--- config.mk ---
export PLATFORM = sky130hd
export DESIGN_NAME = msb_first_bit_packer_unary
export DESIGN_NICKNAME = d
export VERILOG_FILES = /design/src/mbpu_pkg.sv /design/src/mbpu_chunk.sv /design/src/msb_first_bit_packer_unary.sv
export SDC_FILE = /design/constraint.sdc
export NUM_CORES = 1
export LEC_CHECK = 0
export ABC_AREA = 1
export BUFFER_PORTS_ARGS = -buffer_cell sky130_fd_sc_hd__buf_2
export CAP_MARGIN = 5
export CORE_ASPECT_RATIO = 1.75
export CORE_MARGIN = 2
export CORE_UTILIZATION = 50
export DETAILED_ROUTE_END_ITERATION = 8
export HOLD_SLACK_MARGIN = 0.03
export PLACE_DENSITY_LB_ADDON = 0.2
export SLEW_MARGIN = 20
export SYNTH_ARGS = -nofsm -noshare
export SYNTH_HDL_FRONTEND = slang
export SYNTH_SLANG_ARGS = --single-unit
--- constraint.sdc ---
create_clock -name clk_i -period 6.75 [get_ports clk_i]
set_input_delay 0.675 -clock clk_i [delete_from_list [all_inputs] [get_ports clk_i]]
set_output_delay 0.675 -clock clk_i [all_outputs]
set_load 0.05 [all_outputs]
--- src/mbpu_pkg.sv ---
// ----------------------------------------------------------------------------
// MSB-first bit packer package
// Request codes, transfer payload types and the chunk unit status type.
// ----------------------------------------------------------------------------
package mbpu_pkg;

  localparam int unsigned ByteBits = 8;
  localparam int unsigned FreeW    = 4;

  typedef enum logic [1:0] {
    REQ_PUT_BITS = 2'd0,
    REQ_PUT_RUN  = 2'd1,
    REQ_FLUSH    = 2'd2,
    REQ_NONE     = 2'd3
  } req_type_e;

  typedef struct packed {
    logic [1:0]  req_type;
    logic [31:0] value;
    logic [5:0]  num_bits;
    logic [7:0]  zero_run;
  } in_t;

  typedef struct packed {
    logic [7:0] out_byte;
    logic       last_byte;
  } out_t;

  typedef struct packed {
    logic [ByteBits-1:0] part;
    logic [FreeW-1:0]    free;
    logic                full;
    logic                last;
    logic                done;
  } chunk_res_t;

endpackage

--- src/mbpu_chunk.sv ---
// ----------------------------------------------------------------------------
// Chunk insertion unit
// Moves the next up to eight source bits into the partial byte in one step.
// ----------------------------------------------------------------------------
module mbpu_chunk #(
  parameter int unsigned SrcW = 32,
  parameter int unsigned CntW = 9
) (
  input  logic [SrcW-1:0]              src_i,
  input  logic [CntW-1:0]              cnt_i,
  input  logic [mbpu_pkg::FreeW-1:0]   free_i,
  input  logic [mbpu_pkg::ByteBits-1:0] part_i,
  output logic [CntW-1:0]              cnt_o,
  output mbpu_pkg::chunk_res_t         res_o
);

  logic [mbpu_pkg::FreeW-1:0]    take;
  logic [CntW-1:0]               rest;
  logic [SrcW-1:0]               shifted;
  logic [mbpu_pkg::ByteBits-1:0] mask;
  logic [mbpu_pkg::ByteBits-1:0] bits;
  logic [mbpu_pkg::FreeW-1:0]    new_free;

  always_comb begin
    if (cnt_i < CntW'(free_i)) begin
      take = cnt_i[mbpu_pkg::FreeW-1:0];
    end else begin
      take = free_i;
    end
    rest     = cnt_i - CntW'(take);
    shifted  = src_i >> rest;
    mask     = 8'hFF >> (4'd8 - take);
    bits     = shifted[mbpu_pkg::ByteBits-1:0] & mask;
    new_free = free_i - take;
    res_o.part = part_i | (bits << new_free);
    res_o.free = new_free;
    res_o.full = (new_free == '0);
    res_o.last = (rest < CntW'(8));
    res_o.done = (rest == '0);
    cnt_o      = rest;
  end

endmodule

--- src/msb_first_bit_packer_unary.sv ---
// ----------------------------------------------------------------------------
// MSB-first bit packer with unary code
// Packs put-bits, zero-run and flush requests into a byte stream.
// ----------------------------------------------------------------------------
// Requests arrive on the in channel (in_valid_i, in_stall_o, in_i) and
// completed bytes leave on the out channel (out_valid_o, out_stall_i,
// out_o); a transfer happens when valid is high and stall is low.
// A put-bits request appends the low num_bits bits of value, highest first.
// A zero-run request appends zero_run zeros and then a one. A flush pads a
// partial byte with zeros. The final byte of each request has last_byte set.
// After a request transfer the sequencer runs one step per cycle; each step
// moves up to the number of free bits in the partial byte (at most eight)
// through the shared chunk unit. A request of n bits takes about n/8 + 1
// steps, e.g. up to five for 32 bits and up to 33 for a long run, and the
// next request is taken in the cycle after the final step; a completed byte
// can be taken by the receiver in the cycle after the step that completes it.
// The block stalls its input until the request is finished, and a step that
// completes a byte waits while the output register holds an untaken byte.
// A receiver stall therefore holds the sequencer without losing any bits.
// Reset empties the partial byte and the output register.
// ----------------------------------------------------------------------------
module msb_first_bit_packer_unary #(
  parameter int unsigned MAX_FIELD_BITS = 32,
  parameter int unsigned MAX_ZERO_RUN   = 255
) (
  input  logic           clk_i,
  input  logic           rst_ni,
  input  logic           in_valid_i,
  output logic           in_stall_o,
  input  mbpu_pkg::in_t  in_i,
  output logic           out_valid_o,
  input  logic           out_stall_i,
  output mbpu_pkg::out_t out_o
);

  localparam int unsigned SrcW   = (MAX_FIELD_BITS > 32) ? MAX_FIELD_BITS : 32;
  localparam int unsigned MaxCnt = (MAX_FIELD_BITS > MAX_ZERO_RUN + 1) ?
                                   MAX_FIELD_BITS : MAX_ZERO_RUN + 1;
  localparam int unsigned CntW   = $clog2(MaxCnt + 1);

  typedef enum logic [1:0] {
    ST_IDLE,
    ST_BITS,
    ST_FLUSH
  } state_e;

  state_e                        state_q;
  logic [SrcW-1:0]               src_q;
  logic [CntW-1:0]               cnt_q;
  logic [mbpu_pkg::ByteBits-1:0] part_q;
  logic [mbpu_pkg::FreeW-1:0]    free_q;
  logic                          out_valid_q;
  mbpu_pkg::out_t                out_q;

  logic [CntW-1:0]      cnt_next;
  mbpu_pkg::chunk_res_t res;
  logic                 accept;
  logic                 out_free;
  logic [CntW-1:0]      put_cnt;
  logic [CntW-1:0]      run_cnt;

  mbpu_chunk #(
    .SrcW (SrcW),
    .CntW (CntW)
  ) u_chunk (
    .src_i  (src_q),
    .cnt_i  (cnt_q),
    .free_i (free_q),
    .part_i (part_q),
    .cnt_o  (cnt_next),
    .res_o  (res)
  );

  assign in_stall_o  = (state_q != ST_IDLE);
  assign accept      = in_valid_i && !in_stall_o;
  assign out_free    = !out_valid_q || !out_stall_i;
  assign out_valid_o = out_valid_q;
  assign out_o       = out_q;

  always_comb begin
    if (CntW'(in_i.num_bits) > CntW'(MAX_FIELD_BITS)) begin
      put_cnt = CntW'(MAX_FIELD_BITS);
    end else begin
      put_cnt = CntW'(in_i.num_bits);
    end
    if (CntW'(in_i.zero_run) > CntW'(MAX_ZERO_RUN)) begin
      run_cnt = CntW'(MAX_ZERO_RUN + 1);
    end else begin
      run_cnt = CntW'(in_i.zero_run) + CntW'(1);
    end
  end

  always_ff @(posedge clk_i or negedge rst_ni) begin
    if (!rst_ni) begin
      state_q     <= ST_IDLE;
      part_q      <= '0;
      free_q      <= mbpu_pkg::FreeW'(mbpu_pkg::ByteBits);
      out_valid_q <= 1'b0;
      src_q       <= '0;
      cnt_q       <= '0;
      out_q       <= '0;
    end else begin
      if (out_valid_q && !out_stall_i) begin
        out_valid_q <= 1'b0;
      end
      case (state_q)
        ST_IDLE: begin
          if (accept) begin
            case (mbpu_pkg::req_type_e'(in_i.req_type))
              mbpu_pkg::REQ_PUT_BITS: begin
                src_q <= SrcW'(in_i.value);
                cnt_q <= put_cnt;
                if (put_cnt != '0) begin
                  state_q <= ST_BITS;
                end
              end
              mbpu_pkg::REQ_PUT_RUN: begin
                src_q   <= SrcW'(1);
                cnt_q   <= run_cnt;
                state_q <= ST_BITS;
              end
              mbpu_pkg::REQ_FLUSH: begin
                if (free_q != mbpu_pkg::FreeW'(mbpu_pkg::ByteBits)) begin
                  state_q <= ST_FLUSH;
                end
              end
              default: begin
              end
            endcase
          end
        end
        ST_BITS: begin
          if (out_free || !res.full) begin
            cnt_q <= cnt_next;
            if (res.full) begin
              out_q.out_byte  <= res.part;
              out_q.last_byte <= res.last;
              out_valid_q     <= 1'b1;
              part_q          <= '0;
              free_q          <= mbpu_pkg::FreeW'(mbpu_pkg::ByteBits);
            end else begin
              part_q <= res.part;
              free_q <= res.free;
            end
            if (res.done) begin
              state_q <= ST_IDLE;
            end
          end
        end
        ST_FLUSH: begin
          if (out_free) begin
            out_q.out_byte  <= part_q;
            out_q.last_byte <= 1'b1;
            out_valid_q     <= 1'b1;
            part_q          <= '0;
            free_q          <= mbpu_pkg::FreeW'(mbpu_pkg::ByteBits);
            state_q         <= ST_IDLE;
          end
        end
        default: begin
          state_q <= ST_IDLE;
        end
      endcase
    end
  end

  a_free_range: assert property (@(posedge clk_i) disable iff (!rst_ni)
    (free_q != '0) && (free_q <= mbpu_pkg::FreeW'(mbpu_pkg::ByteBits)))
    else $error("free bit count out of range");

  a_more_after_inner: assert property (@(posedge clk_i) disable iff (!rst_ni)
    (out_valid_o && !out_stall_i && !out_o.last_byte) |-> (state_q == ST_BITS))
    else $error("non-final byte left with no request in progress");

  a_put_starts: assert property (@(posedge clk_i) disable iff (!rst_ni)
    (accept && (in_i.req_type == mbpu_pkg::REQ_PUT_RUN)) |=> (state_q == ST_BITS))
    else $error("zero-run request did not start the sequencer");

  a_flush_empty: assert property (@(posedge clk_i) disable iff (!rst_ni)
    (state_q == ST_FLUSH) |-> (free_q != mbpu_pkg::FreeW'(mbpu_pkg::ByteBits)))
    else $error("flush entered on a byte boundary");

endmodule
==> run summary <==
Pre-antenna DRT Iters: 6
Via Count: 5905
H-tree depth: 3
Multi-input gate area: 3332 µm²
Max Clock Freq: 200.5 MHz
Final Net Count: 945
Worst EP required: 7010 ps
CP Capture Type: flip-flop
# setup viols final: 0
Drt total wl: 16320 µm
Final ANT Viol Nets: 0
Number of global-route vias before repair: 5588
Placed cells: 998
Status: completed
Hold_buf cts: 0
Final hold vios: 0
Largest net degree at the start of global routing: 66
Max stage delay on crit path: 830 ps
Final std cells w/o fill: 1014
Critical Path Fanout Max: 14
Avg Vias per Cell: 5.823
Synth Instances: 841
Worst setup path endpoint: part_q[3]
Setup TNS: 0 ps
WL/cell: 16.09 µm
Clock Path Buffers: 2
Root Driver: clkbuf_16
Post-synth ARST share: 100.0%
Worst relative slew slack: 29.33%
Clock Sinks: 65
DP Worst Slack: 1798 ps
# rows: 50
Post-CTS Setup Inserts: 0
Antenna Diode Count: 0
Final setup margin: 1761 ps
Starting Density: 51.17%
HP Class: flip-flop to flip-flop
Area Overhead vs Synth: 10.58%
Final GP Congestion: 0.9235
Post-synth top area cell: dfrtp_1
Post-synth top area share: 29.26%
Startpoint Class: flip-flop
FF-to-FF path depth: 28
Initial antenna violation count: 0
TritonCTS clock tree: yes
Port bufs: 62
Core area: 10700 µm²
Least-Margin Pin Slew: 1056 ps
Syn Area/Cell: 6.509 µm²
Post-DP HPWL: 12420 µm
Synthesized net count: 907
WP data arrival: 5250 ps
Post-Syn Area: 5474 µm²
Fin. max-slew vios: 0
R2r setup slk: 1760 ps
RSZ-0062 raised after global routing: no
Height of the die: 142.4 µm
Grt ovf: 0
First-pass GRT wire length: 26890 µm
Final worst path period share: 73.90%
Crit. Startpoint: free_q[3]
Starting DRT DRC Count: 491
Storage cell area: 1628 µm²
FILL cells: 1100
Synth Flop Type: dfrtp_1
Total GRT Usage: 27.91%
Most used cell along the critical path: nand2_1
Post-layout min period: 4989 ps
WS Path Type: flip-flop to flip-flop
Post-synthesis sequential area ratio: 29.74%
R2R Path Start: free_q[3]
Worst Skew: 10.33 ps
Unique cell type count in the Yosys netlist: 43
Share of layout cells above drive strength 1: 12.44%
DRC: 0
CTS clk-pin slew, worst paths: 60 ps
Clk Latency, worst-skew pair: 340 ps
# IOs: 63
CP max stage cell: xor2_1
Max-Cap Viols: 0
Die X-Extent: 83.10 µm
Top cells by area, synth: dfrtp_1, nand2_1, nand3_1
Worst r2r dst: part_q[3]
FF+latch count, synth: 65
CTS buffer count: 9
Die area: 11830 µm²
EDFF count, synth: 0
Post-CTS Resized: 0
Yosys warning count: 0
## cell type report
type                    count  area share [%]
repair buffers             67           5.746
multi-input cells         654           55.04
clock inverters             4          0.4754
clock buffers              12           4.072
inverters                  82           5.085
well taps                 130           2.687
flip-flops and latches     65           26.89
## worst max-delay path, delay by kind of cell (launching register included)
kind,cells,cell delay (ps)
simple gates,19,1750
xor+xnor,1,830
buf+inv,3,710
compound gates,3,550
flops,1,540
fa+ha+maj,2,530
## cell usage after synthesis, types with 2 or more instances
| cell type | n |
|---|---|
| nor2_2 | 4 |
| xnor2_1 | 2 |
| inv_1 | 72 |
| nand2_1 | 244 |
| buf_2 | 7 |
| nor2_1 | 42 |
| a22o_1 | 26 |
| o21ai_1 | 5 |
| a32oi_1 | 2 |
| inv_2 | 5 |
| buf_1 | 5 |
| a21oi_1 | 31 |
| nor3_1 | 3 |
| o211ai_1 | 3 |
| nand2_2 | 8 |
| nand3_2 | 4 |
| clkinv_1 | 5 |
| clkbuf_1 | 19 |
| o21ai_0 | 42 |
| nand4_1 | 35 |
| buf_6 | 5 |
| o22ai_1 | 4 |
| nand3_1 | 163 |
| dfrtp_1 | 64 |
| xor2_1 | 6 |
| a22oi_1 | 2 |
| buf_4 | 4 |
| ha_1 | 14 |
## per-layer routing
metal / part of all wire [%] / global-route usage [%] / vias to the layer above
met4: 2.7 / 9.922 / 0
li1: - / - / 2922
met1: 40 / 31.56 / 2764
met5: 0 / 0 / -
met2: 54 / 52.93 / 191
met3: 4.0 / 3.770 / 28
## placed cells by master, fill, tap and decap left out, drive strengths merged, types with 2 or more instances in the layout
cell	instances
nand2	253
nand3	167
inv	77
buf	67
dfrtp	64
nor2	47
o21ai	47
nand4	35
a21oi	31
a22o	26
ha	14
clkbuf	12
xor2	7
clkinv	7
o22ai	4
nor3	4
o211ai	3
xnor2	3
a22oi	2
a32oi	2
clkinvlp	2
a21boi	2
## worst min-delay path by stage
stage               startpoint  depth (start not counted)       end  slack [ps]
floorplan               rst_ni                          0  cnt_q[0]         380
global placement      out_o[6]                          2  out_o[6]         460
detailed placement    out_o[4]                          2  out_o[4]         460
CTS                   out_o[3]                          2  out_o[3]         480
global route          out_o[4]                          2  out_o[4]         500
finish                out_o[3]                          2  out_o[3]         480
## kinds of logic after synthesis
family | count (synthesis) | share of synthesized area, %
buf+inv | 122 | 9.486
xor+xnor | 10 | 1.874
flops | 65 | 29.74
simple gates | 508 | 41.87
fa+ha+maj | 14 | 3.200
compound gates | 122 | 13.83
## registers in the layout, indices dropped and copies added, names as in the netlist
name         cells
cnt_q            9
free_q           4
out_o            9
out_valid_o      1
part_q           8
src_q           32
state_q          2
## metrics by stage
| stage | instance area [µm²] | hold slack, ps | util [%] |
|---|---|---|---|
| 3_3_place_gp | 5778 | 460.6 | 54.01 |
| 3_5_place_dp | 5778 | 464.8 | 54.01 |
| 2_1_floorplan | 5474 | 379.4 | - |
| 6_report | 6053 | 479.0 | 56.58 |
| 4_1_cts | 6053 | 480.5 | 56.58 |
| 5_1_grt | 6053 | 498.8 | 56.58 |
Power is not shown: default switching activity piles up to over one toggle a cycle in this logic, so the estimate is an artifact.
